File: config.mk
export PLATFORM = sky130hd
export DESIGN_NAME = htq_blend
export DESIGN_NICKNAME = d
export VERILOG_FILES = /design/src/rtl/heightmap_triangle_height_query_assert.svh /design/src/rtl/htq_blend.sv
export SDC_FILE = /design/constraint.sdc
export NUM_CORES = 2
export LEC_CHECK = 0
export ABC_AREA = 1
export BUFFER_PORTS_ARGS = -buffer_cell sky130_fd_sc_hd__clkbuf_2
export CORE_ASPECT_RATIO = 1.5
export CORE_MARGIN = 2
export CORE_UTILIZATION = 45
export DETAILED_ROUTE_END_ITERATION = 6
export HOLD_SLACK_MARGIN = 0.15
export PLACE_DENSITY = 0.71
export SLEW_MARGIN = 20
export SYNTH_ARGS = -nofsm -noshare
export SYNTH_HDL_FRONTEND = slang
export SYNTH_SLANG_ARGS = --single-unit
File: constraint.sdc
create_clock -name clk -period 8.4 [get_ports clk]
set_input_delay 0.42 -clock clk [delete_from_list [all_inputs] [get_ports clk]]
set_output_delay 0.42 -clock clk [all_outputs]
set_load 0.1 [all_outputs]
File: src/rtl/heightmap_triangle_height_query_assert.svh
// Assertion macros used by the block's top module.
`ifndef HEIGHTMAP_TRIANGLE_HEIGHT_QUERY_ASSERT_SVH
`define HEIGHTMAP_TRIANGLE_HEIGHT_QUERY_ASSERT_SVH
`define HTQ_ASSERT_IMPL(label, clk, rst, a, c) \
  label: assert property (@(posedge clk) disable iff (rst) (a) |-> (c)) \
    else $error("assertion failed");
`define HTQ_ASSERT_NEXT(label, clk, rst, a, c) \
  label: assert property (@(posedge clk) disable iff (rst) (a) |=> (c)) \
    else $error("assertion failed");
`endif

File: src/rtl/htq_blend.sv
module htq_blend (
  input  logic               clk,
  input  logic               en,
  input  logic               upper,
  input  logic [15:0]        fx,
  input  logic [15:0]        fz,
  input  logic signed [15:0] ha,
  input  logic signed [15:0] hb,
  input  logic signed [15:0] hc,
  output logic signed [15:0] height
);
  logic [16:0] wa, wb, wc;
  logic signed [34:0] pa, pb, pc;
  logic signed [36:0] sum;
  always_comb begin
    if (upper) begin
      wa = 17'd65536 - {1'b0, fz};
      wb = {1'b0, fx} + {1'b0, fz} - 17'd65536;
      wc = 17'd65536 - {1'b0, fx};
    end else begin
      wa = 17'd65536 - {1'b0, fx} - {1'b0, fz};
      wb = {1'b0, fx};
      wc = {1'b0, fz};
    end
  end
  always_ff @(posedge clk) begin
    if (en) begin
      pa <= 35'(ha * $signed({1'b0, wa}));
      pb <= 35'(hb * $signed({1'b0, wb}));
      pc <= 35'(hc * $signed({1'b0, wc}));
    end
  end
  assign sum = 37'(pa) + 37'(pb) + 37'(pc);
  assign height = sum[31:16];
endmodule

==> reports/summary.txt <==
Met1 GRT Util: 32.0%
Drt via density: 5.47
Post-route setup TNS: 0 ns
Clock-pin slew on the worst setup and hold paths: 0.08 ns
Fmax achieved: 126 MHz
Root buffer cell: clkbuf_16
Core Rows: 126
Max incr delay on CP: 0.54 ns
CP required: 8.51 ns
Gr busiest metal: met2
CTS H-tree lvls: 3
Largest fanout on the critical path: 10
Crit path DAT: 8.07 ns
Met2 Use GR: 51.9%
HP Class: input pin to flop
Bufs on Longest Clock Path: 2
Initial Util: 45.5%
Clk sinks: 96
Drt drc: 1
Synth warn: 0
Hold_buf cts: 0
Die Ht: 349 um
Port Buffers: 98
Post-Syn Area: 35800 um2
Status: finished, violations left
Syn Area/Cell: 7.87 um2
Cell accounting for the most synthesized area: fa_1
Largest net degree at the start of global routing: 67
Layout cells sized above 1: 5.42%
First drt pass iteration count: 7
Register area share after synthesis: 8.05%
GR Util met3: 2.78%
Die Wd: 234 um
Largest cells by area after synthesis: fa_1 37%, ha_1 14%, inv_1 11%
Area of the multi-input gates: 28600 um2
Drt first-iter violations: 2077
Cell variety after synth: 58
WL final: 116000 um
CP most frequent cell: nand2_1
DP HPWL: 101000 um
CP max stage cell: fa_1
Startpoint Class: input pin
# fillers: 7710
Detail Route Antenna Nets: 0
Cells after Synth: 4547
Max-slew headroom: 32.6%
Slew @ Worst Pin: 1.00 ns
Io pins: 99
Most common cell in the netlist: inv_1
Post-CTS Resized: 0
RSZ-0062 raised after global routing: no
Top cells by count, synth: 1022 x inv_1, 896 x nand2_1, 656 x fa_1
Cts bufs inserted: 9
Vias in the first global route: 32800
Max-cap violations: 0
Synth Register Bits: 96
Total gr overflow: 0
Final Wtd Congestion: 1.01
Post-route clock period utilization: 94.8%
Top FF cell, synth: edfxtp_1
Core Region: 78700 um2
Final #Nets: 5752
CTS tree: yes
Fin. Hold Viols: 0
Die area: 81900 um2
Post-synth EDFFs: 96
Reg area: 2880 um2
Post-synthesis async set-or-reset flop share: 0%
Slew Viols, Final: 0
Vias: 30800
Area share of the largest cell type after synthesis: 36.7%
WS Path Type: input pin to flop
Global Route Usage Sum: 29.3%
Final worst path period need: 7.96 ns
Initial antenna violation count: 5
Syn Nets: 5690
Postcts setup bufs: 0
Violated checks: DRC
Final setup violation count: 0
Synth-to-Final Area Change: 5.71%
First-pass GRT wire length: 181000 um
DR WL/cell: 20.6 um
Critical Path Sink Type: flop
[per-layer routing]
metal / vias up / part of all wire (%)
met5: - / 0
met4: 0 / 9.8
met3: 499 / 5.5
met2: 1376 / 50
met1: 15000 / 35
li1: 13900 / -
[cells in the final DEF (no fill, tap or decap), types with 9 or more instances in the layout]
| master | synthesis | routed |
|---|---|---|
| clkbuf_16 | 0 | 9 |
| inv_1 | 1022 | 1022 |
| inv_2 | 14 | 14 |
| a21o_1 | 25 | 25 |
| xor2_1 | 60 | 60 |
| xnor2_1 | 33 | 33 |
| fa_1 | 656 | 656 |
| a31oi_1 | 11 | 11 |
| ha_1 | 404 | 404 |
| nand2_1 | 896 | 896 |
| nor2_2 | 12 | 12 |
| clkbuf_2 | 0 | 97 |
| clkinv_1 | 12 | 12 |
| o21bai_1 | 18 | 18 |
| nand2_2 | 23 | 23 |
| nor2_1 | 555 | 555 |
| nand3_1 | 192 | 192 |
| nor3_1 | 26 | 26 |
| o21ai_1 | 10 | 10 |
| buf_4 | 2 | 36 |
| a21oi_1 | 184 | 184 |
| edfxtp_1 | 96 | 96 |
| or2_2 | 9 | 9 |
| nand4_1 | 33 | 33 |
| o21ai_2 | 10 | 10 |
| o21ai_0 | 86 | 86 |
[flip-flops by register name, summed over array words and instances (netlist names)]
register  cells
pa           32
pc           32
pb           32
[worst max-delay path, delay by kind of cell]
family	cells	cell delay (ns)
simple gates	18	2.49
buf+inv	5	0.40
compound gates	1	0.30
fa+ha+maj	9	4.03
xor+xnor	1	0.41
[metrics by stage]
| stage | std cells | setup WS [ns] | util, % | cell area (um2) | hold slack (ns) |
|---|---|---|---|---|---|
| finish | 5643 | 0.438 | 48.1 | 37800 | 0.556 |
| global placement | 5622 | 0.353 | 47.7 | 37500 | 0.922 |
| floorplan | 4547 | 1.11 | - | 35800 | 0.532 |
| CTS | 5638 | 0.553 | 48.1 | 37800 | 0.550 |
| detailed placement | 5622 | 0.189 | 47.7 | 37500 | 0.917 |
| global route | 5643 | 0.0472 | 48.1 | 37800 | 0.563 |
[logic make-up (layout without fill, tap and decap cells)]
logic type                 count (synthesis)  count (layout)  synth area share, %
xor gates and xnor gates                  96              96                 2.44
buffers and inverters                   1131            1198                 11.9
adders and majority gates               1060            1060                 50.8
DFF                                       96              96                 8.05
AOI/OAI and AO/OA                        376             376                 6.06
other                                      0               5                    0
and+or+nand+nor                         1788            1788                 20.7
[final timing paths]
check	from	cells after the start	end
max	fx[1]	34	pa[17]$_DFFE_PP_
min	en	1	pa[27]$_DFFE_PP_
[layout make-up]
| class | count | share of cell area (%) |
|---|---|---|
| multi-input combinational | 3320 | 75.7 |
| inverter | 1048 | 10.4 |
| sequential | 96 | 7.62 |
| tap | 1024 | 3.39 |
| timing repair buffer | 134 | 2.05 |
| clock buffer | 9 | 0.595 |
| clock inverter | 7 | 0.241 |
| antenna | 5 | 0.0331 |
Power is left out: the tool's default activity adds up to more than one toggle a clock period on the data nets, which glitch-free logic cannot reach.
