**src/rtl/heightmap_triangle_height_query_assert.svh**
```systemverilog
// Assertion macros used by the block's top module.
`ifndef HEIGHTMAP_TRIANGLE_HEIGHT_QUERY_ASSERT_SVH
`define HEIGHTMAP_TRIANGLE_HEIGHT_QUERY_ASSERT_SVH
`define HTQ_ASSERT_IMPL(label, clk, rst, a, c) \
  label: assert property (@(posedge clk) disable iff (rst) (a) |-> (c)) \
    else $error("assertion failed");
`define HTQ_ASSERT_NEXT(label, clk, rst, a, c) \
  label: assert property (@(posedge clk) disable iff (rst) (a) |=> (c)) \
    else $error("assertion failed");
`endif

```
**src/rtl/htq_ram.sv**
```systemverilog
module htq_ram #(
  parameter int Width = 16,
  parameter int Depth = 256
) (
  input  logic                     clk,
  input  logic                     we,
  input  logic [$clog2(Depth)-1:0] waddr,
  input  logic [Width-1:0]         wdata,
  input  logic                     re,
  input  logic [$clog2(Depth)-1:0] raddr,
  output logic [Width-1:0]         rdata
);
  logic [Width-1:0] mem [Depth];
  always_ff @(posedge clk) begin
    if (we) begin
      mem[waddr] <= wdata;
    end
    if (re) begin
      rdata <= mem[raddr];
    end
  end
endmodule

```
**config.mk**
```make
export PLATFORM = sky130hd
export DESIGN_NAME = htq_ram
export DESIGN_NICKNAME = d
export VERILOG_FILES = /design/src/rtl/heightmap_triangle_height_query_assert.svh /design/src/rtl/htq_ram.sv
export SDC_FILE = /design/constraint.sdc
export NUM_CORES = 2
export LEC_CHECK = 0
export BUFFER_PORTS_ARGS = -buffer_cell sky130_fd_sc_hd__buf_2
export CAP_MARGIN = 25
export CORE_UTILIZATION = 35
export DETAILED_ROUTE_END_ITERATION = 10
export PLACE_DENSITY = 0.49
export SLEW_MARGIN = 20
export SYNTH_ARGS = -nofsm -noshare
export SYNTH_HDL_FRONTEND = slang
export SYNTH_SLANG_ARGS = --single-unit
```
**constraint.sdc**
```tcl
create_clock -name clk -period 5.4 [get_ports clk]
set_input_delay 0 -clock clk [delete_from_list [all_inputs] [get_ports clk]]
set_output_delay 0 -clock clk [all_outputs]
set_load 0.005 [all_outputs]
```
==> flow_summary.html <==
<table>
<tr><th>Metric</th><th>Value</th></tr>
<tr><th colspan="2">Synthesis</th></tr>
<tr><td>Proportion of synthesized flip-flops having asynchronous set or reset</td><td>0</td></tr>
<tr><td>Leading register cell type out of synthesis</td><td>sky130_fd_sc_hd__edfxtp_1</td></tr>
<tr><td>Number of flops mapped to enable cells by yosys</td><td>roughly 4k</td></tr>
<tr><td>Register bit total from synthesis</td><td>between 4k and 5k</td></tr>
<tr><td>Post-Syn Instances</td><td>between 7k and 8k</td></tr>
<tr><td>Post-synthesis sequential area ratio</td><td>0.777</td></tr>
<tr><td>Syn. warnings</td><td>0</td></tr>
<tr><td>Average cell area after synthesis</td><td>21.6 um^2</td></tr>
<tr><td>Mapped Area</td><td>approximately 160000 um^2</td></tr>
<tr><td>Net count after synthesis</td><td>7395</td></tr>
<tr><td>Number of distinct library cells after synthesis</td><td>slightly above 50</td></tr>
<tr><th colspan="2">Final layout</th></tr>
<tr><td>Share of layout cells above drive strength 1</td><td>0.266</td></tr>
<tr><td>Area growth from synthesis to final layout</td><td>15.3%</td></tr>
<tr><td>Post-Route Utilization</td><td>0.405</td></tr>
<tr><td>Fill cell instance count of the final layout</td><td>between 30k and 40k</td></tr>
<tr><td>Final net count</td><td>7916</td></tr>
<tr><th colspan="2">Critical path</th></tr>
<tr><td>Critical path's most frequent cell</td><td>sky130_fd_sc_hd__buf_12</td></tr>
<tr><td>Setup Crit Path Kind</td><td>input port to flip-flop</td></tr>
<tr><td>Kind of cell adding the most delay to the critical path</td><td>buffers and inverters</td></tr>
<tr><td>Kind of start point of the critical path</td><td>input port</td></tr>
<tr><td>Chain of cells forming the critical path</td><td>buf_8, nand2b_4, buf_12, buf_12, o221ai_1, o22ai_1, nor3_1, nor4_1, dlygate4sd3_1, nor4_2</td></tr>
<tr><td>Critical Path Source</td><td>raddr[1]</td></tr>
<tr><td>Worst flop-to-flop path startpoint</td><td>mem[131][5]</td></tr>
<tr><td>Worst setup slack for register-to-register paths</td><td>2.10 ns</td></tr>
<tr><td>Stages on worst setup path</td><td>10</td></tr>
<tr><td>Depth of the worst register-to-register path</td><td>8</td></tr>
<tr><td>Largest stage delay on the critical path</td><td>approximately 0.75 ns</td></tr>
<tr><td>Top fanout value on the critical path</td><td>60</td></tr>
<tr><td>CP arrival</td><td>approximately 4 ns</td></tr>
<tr><td>Capturing element of the worst setup path</td><td>rdata[4]</td></tr>
<tr><td>Critical path buffer and inverter count</td><td>4</td></tr>
<tr><td>Library cell contributing the largest single delay on the critical path</td><td>sky130_fd_sc_hd__nor3_1</td></tr>
<tr><td>Critical path required time</td><td>approximately 6.2 ns</td></tr>
<tr><td>Reg-to-Reg End</td><td>rdata[5]</td></tr>
<tr><td>Crit. End Element</td><td>flip-flop</td></tr>
<tr><th colspan="2">Placed design</th></tr>
<tr><td>Last weighted congestion value of the routability-driven placer</td><td>0.842</td></tr>
<tr><td>Placed wire-length estimate after detailed placement</td><td>about 280000 um</td></tr>
<tr><td>Number of buffers added on ports</td><td>50</td></tr>
<tr><th colspan="2">Floorplan</th></tr>
<tr><td>Placeable Area</td><td>approximately 450000 um^2</td></tr>
<tr><td>Effective utilization at floorplan</td><td>0.351</td></tr>
<tr><td>I/O pins</td><td>approximately 50</td></tr>
<tr><td>Die H</td><td>around 680 um</td></tr>
<tr><td>Number of standard-cell rows in the floorplan</td><td>between 200 and 250</td></tr>
<tr><td>Die area</td><td>between 400000 and 500000 um^2</td></tr>
<tr><td>Die Wd</td><td>between 600 and 700 um</td></tr>
<tr><th colspan="2">Timing</th></tr>
<tr><td>Tcrit/Tclk final</td><td>0.615</td></tr>
<tr><td>Max-slew headroom</td><td>0.152</td></tr>
<tr><td>Highest Clock Rate</td><td>around 300 MHz</td></tr>
<tr><td>Hold Slack</td><td>~0.065 ns</td></tr>
<tr><td>Setup tns final</td><td>0 ns</td></tr>
<tr><td>Fin. Hold Viols</td><td>0</td></tr>
<tr><td>Unrepaired setup endpoints after global routing</td><td>no</td></tr>
<tr><td>Slew Viols, Final</td><td>0</td></tr>
<tr><td>Shortest period the worst path allows</td><td>roughly 3.3 ns</td></tr>
<tr><td>Setup-violating endpoint count in the final report</td><td>0</td></tr>
<tr><td>Slew at the pin with the worst max-slew slack</td><td>between 1 and 1.5 ns</td></tr>
<tr><td>Worst Skew</td><td>approximately 0.056 ns</td></tr>
<tr><th colspan="2">Pwr</th></tr>
<tr><td>Total power divided by cell area</td><td>approximately 370 nW/um^2</td></tr>
<tr><td>Peak supply drop</td><td>0.310 mV</td></tr>
<tr><td>Static power due to leakage</td><td>~57 nW</td></tr>
<tr><th colspan="2">Drt</th></tr>
<tr><td>Total via count after detailed routing</td><td>78.4k</td></tr>
<tr><td>Routed length per instance</td><td>32.4 um</td></tr>
<tr><td>Number of DRC markers in iteration 0</td><td>9077</td></tr>
<tr><td>Number of optimization iterations in the first detailed-route pass</td><td>5</td></tr>
<tr><td>Drt via density</td><td>approximately 5.5</td></tr>
<tr><td>Number of nets with antenna violations after routing</td><td>0</td></tr>
<tr><td>Final wirelength</td><td>about 460000 um</td></tr>
<tr><td>Post-detailed-route DRC marker count</td><td>0</td></tr>
<tr><th colspan="2">Global route</th></tr>
<tr><td>Initial antenna violation count</td><td>35</td></tr>
<tr><td>GRT Max-Usage Layer</td><td>met2</td></tr>
<tr><td>M3 GR Usage</td><td>0.0261</td></tr>
<tr><td>Pin count of the biggest net entering global routing</td><td>between 150 and 200</td></tr>
<tr><td>First-pass GRT wire length</td><td>between 600000 and 700000 um</td></tr>
<tr><td>Met2 routing resource usage after global routing</td><td>0.326</td></tr>
<tr><td>Final global-route overflow total</td><td>0</td></tr>
<tr><td>Vias in the first global route</td><td>78.4k</td></tr>
<tr><td>Total global routing track utilization</td><td>0.199</td></tr>
<tr><td>Grt met1 use</td><td>0.284</td></tr>
<tr><th colspan="2">Worst hold path</th></tr>
<tr><td>Start point of the worst hold path</td><td>wdata[9]</td></tr>
<tr><td>Class of the tightest hold or removal check</td><td>input port to flip-flop</td></tr>
<tr><th colspan="2">CTS</th></tr>
<tr><td>Total CTS buffers</td><td>about 430</td></tr>
<tr><td>Worst-path clk slew</td><td>about 0.060 ns</td></tr>
<tr><td>Root buffer selected by CTS</td><td>sky130_fd_sc_hd__clkbuf_16</td></tr>
<tr><td>Clock latency on the worst-skew pair</td><td>0.99 ns</td></tr>
<tr><td>Bufs on Longest Clock Path</td><td>4</td></tr>
<tr><td>Clock tree from TritonCTS</td><td>yes</td></tr>
<tr><td>H-tree levels</td><td>5</td></tr>
<tr><td>Post-cts sizing count</td><td>0</td></tr>
<tr><td>CTS Sinks</td><td>between 4k and 5k</td></tr>
<tr><th colspan="2">Flow run</th></tr>
<tr><td>Maximum Capacitance Violations</td><td>0</td></tr>
<tr><th colspan="2">Run status</th></tr>
<tr><td>Outcome</td><td>complete, no violations</td></tr>
</table>
[layout make-up]
type,count,area (um^2),share of cell area
antenna,16,40.0,0.000219
clock buffer,512,11100,0.0606
clock inverter,262,2490,0.0136
inverter,4,27.5,0.000150
multi-input combinational,2792,33300,0.182
sequential,4112,123000,0.674
tap,5976,7480,0.0408
timing repair buffer,544,5180,0.0283
[worst reg2reg max path: cells and delay by family (launching register included)]
kind	cells	cell delay [ns]
AOI/OAI and AO/OA	3	1.40
buffers and inverters	2	0.47
DFF	1	0.37
muxes	2	0.76
and+or+nand+nor	1	0.08
[metrics by stage]
step | setup WS (ns) | instances | power (mW) | area, um^2
after global placement | 0.916 | 13300 | 39.3 | 168000
after detailed placement | 1.10 | 13400 | 39.4 | 169000
after floorplan | 3.15 | 7360 | 37.6 | 159000
after global routing | 2.00 | 14200 | 69.5 | 183000
final | 2.08 | 14200 | 67.6 | 183000
after CTS | 2.04 | 14200 | 68.2 | 183000
[per-layer routing]
metal	vias to the layer above	share of wire
li1	32400	-
met1	42800	0.43
met2	2667	0.49
met3	502	0.059
met4	6	0.023
met5	-	0.000083
[how the worst min path moves through the flow]
stage | endpoint | slack [ns] | cells past startpoint
after floorplan | mem[0][0] | 0.1 | 0
after global placement | mem[246][9] | 0.39 | 1
after detailed placement | mem[246][9] | 0.40 | 1
after CTS | mem[223][4] | 0.01 | 2
after global routing | mem[245][9] | 0.06 | 2
final | mem[246][9] | 0.07 | 2
[layout by cell type, fill, tap and decap left out, types with 31 or more instances in the layout]
| cell type | instances |
|---|---|
| sky130_fd_sc_hd__a21oi_1 | 175 |
| sky130_fd_sc_hd__a22o_1 | 32 |
| sky130_fd_sc_hd__a22oi_1 | 43 |
| sky130_fd_sc_hd__buf_12 | 49 |
| sky130_fd_sc_hd__buf_4 | 364 |
| sky130_fd_sc_hd__buf_8 | 40 |
| sky130_fd_sc_hd__bufinv_16 | 40 |
| sky130_fd_sc_hd__clkbuf_1 | 81 |
| sky130_fd_sc_hd__clkbuf_16 | 431 |
| sky130_fd_sc_hd__clkinv_1 | 100 |
| sky130_fd_sc_hd__clkinv_2 | 83 |
| sky130_fd_sc_hd__dlygate4sd3_1 | 35 |
| sky130_fd_sc_hd__edfxtp_1 | 4112 |
| sky130_fd_sc_hd__mux2_2 | 88 |
| sky130_fd_sc_hd__mux2i_1 | 565 |
| sky130_fd_sc_hd__mux4_2 | 797 |
| sky130_fd_sc_hd__nand2_1 | 37 |
| sky130_fd_sc_hd__nor2_1 | 135 |
| sky130_fd_sc_hd__nor2_2 | 151 |
| sky130_fd_sc_hd__nor3_1 | 89 |
| sky130_fd_sc_hd__o21ai_0 | 31 |
| sky130_fd_sc_hd__o221ai_1 | 252 |
| sky130_fd_sc_hd__o22ai_1 | 148 |
[power breakdown]
| part | total [mW] | leakage (nW) | switching [mW] | internal [mW] |
|---|---|---|---|---|
| combinational | 3.44 | 13.7 | 2.30 | 1.13 |
| clock | 28.9 | 6.62 | 12.4 | 16.5 |
| sequential | 35.3 | 37.0 | 0.0436 | 35.2 |
[sequential cells by signal (all words and copies together) (netlist names)]
name   cells
mem     4096
rdata     16
[Yosys cell counts, types with 76 or more instances]
cell                          n  area, um^2
sky130_fd_sc_hd__mux4_2     797       17900
sky130_fd_sc_hd__nor3_1      92         460
sky130_fd_sc_hd__edfxtp_1  4112      123000
sky130_fd_sc_hd__o221ai_1   252        2210
sky130_fd_sc_hd__mux2i_1    565        5660
sky130_fd_sc_hd__mux2_2      88         991
sky130_fd_sc_hd__a21oi_1    175         876
sky130_fd_sc_hd__buf_6       77         867
sky130_fd_sc_hd__o22ai_1    148         926
sky130_fd_sc_hd__nor2_1     304        1140
sky130_fd_sc_hd__buf_2       76         380
sky130_fd_sc_hd__clkbuf_1   230         863
[what timing repair did]
| action | CTS | global route |
|---|---|---|
| buffers inserted | 0 | 0 |
| endpoints found under the hold margin | 2435 | 0 |
| hold buffers | 35 | 0 |
[kinds of logic (layout without fill, tap and decap cells)]
kind of cell,Yosys count,in the layout,share of synthesized area
other,0,16,0
and+or+nand+nor,556,556,0.0157
buffers and inverters,456,1322,0.0169
DFF,4112,4112,0.777
muxes,1450,1450,0.155
AOI/OAI and AO/OA,786,786,0.0353
No activity file was read; power rests on OpenSTA's default activity.
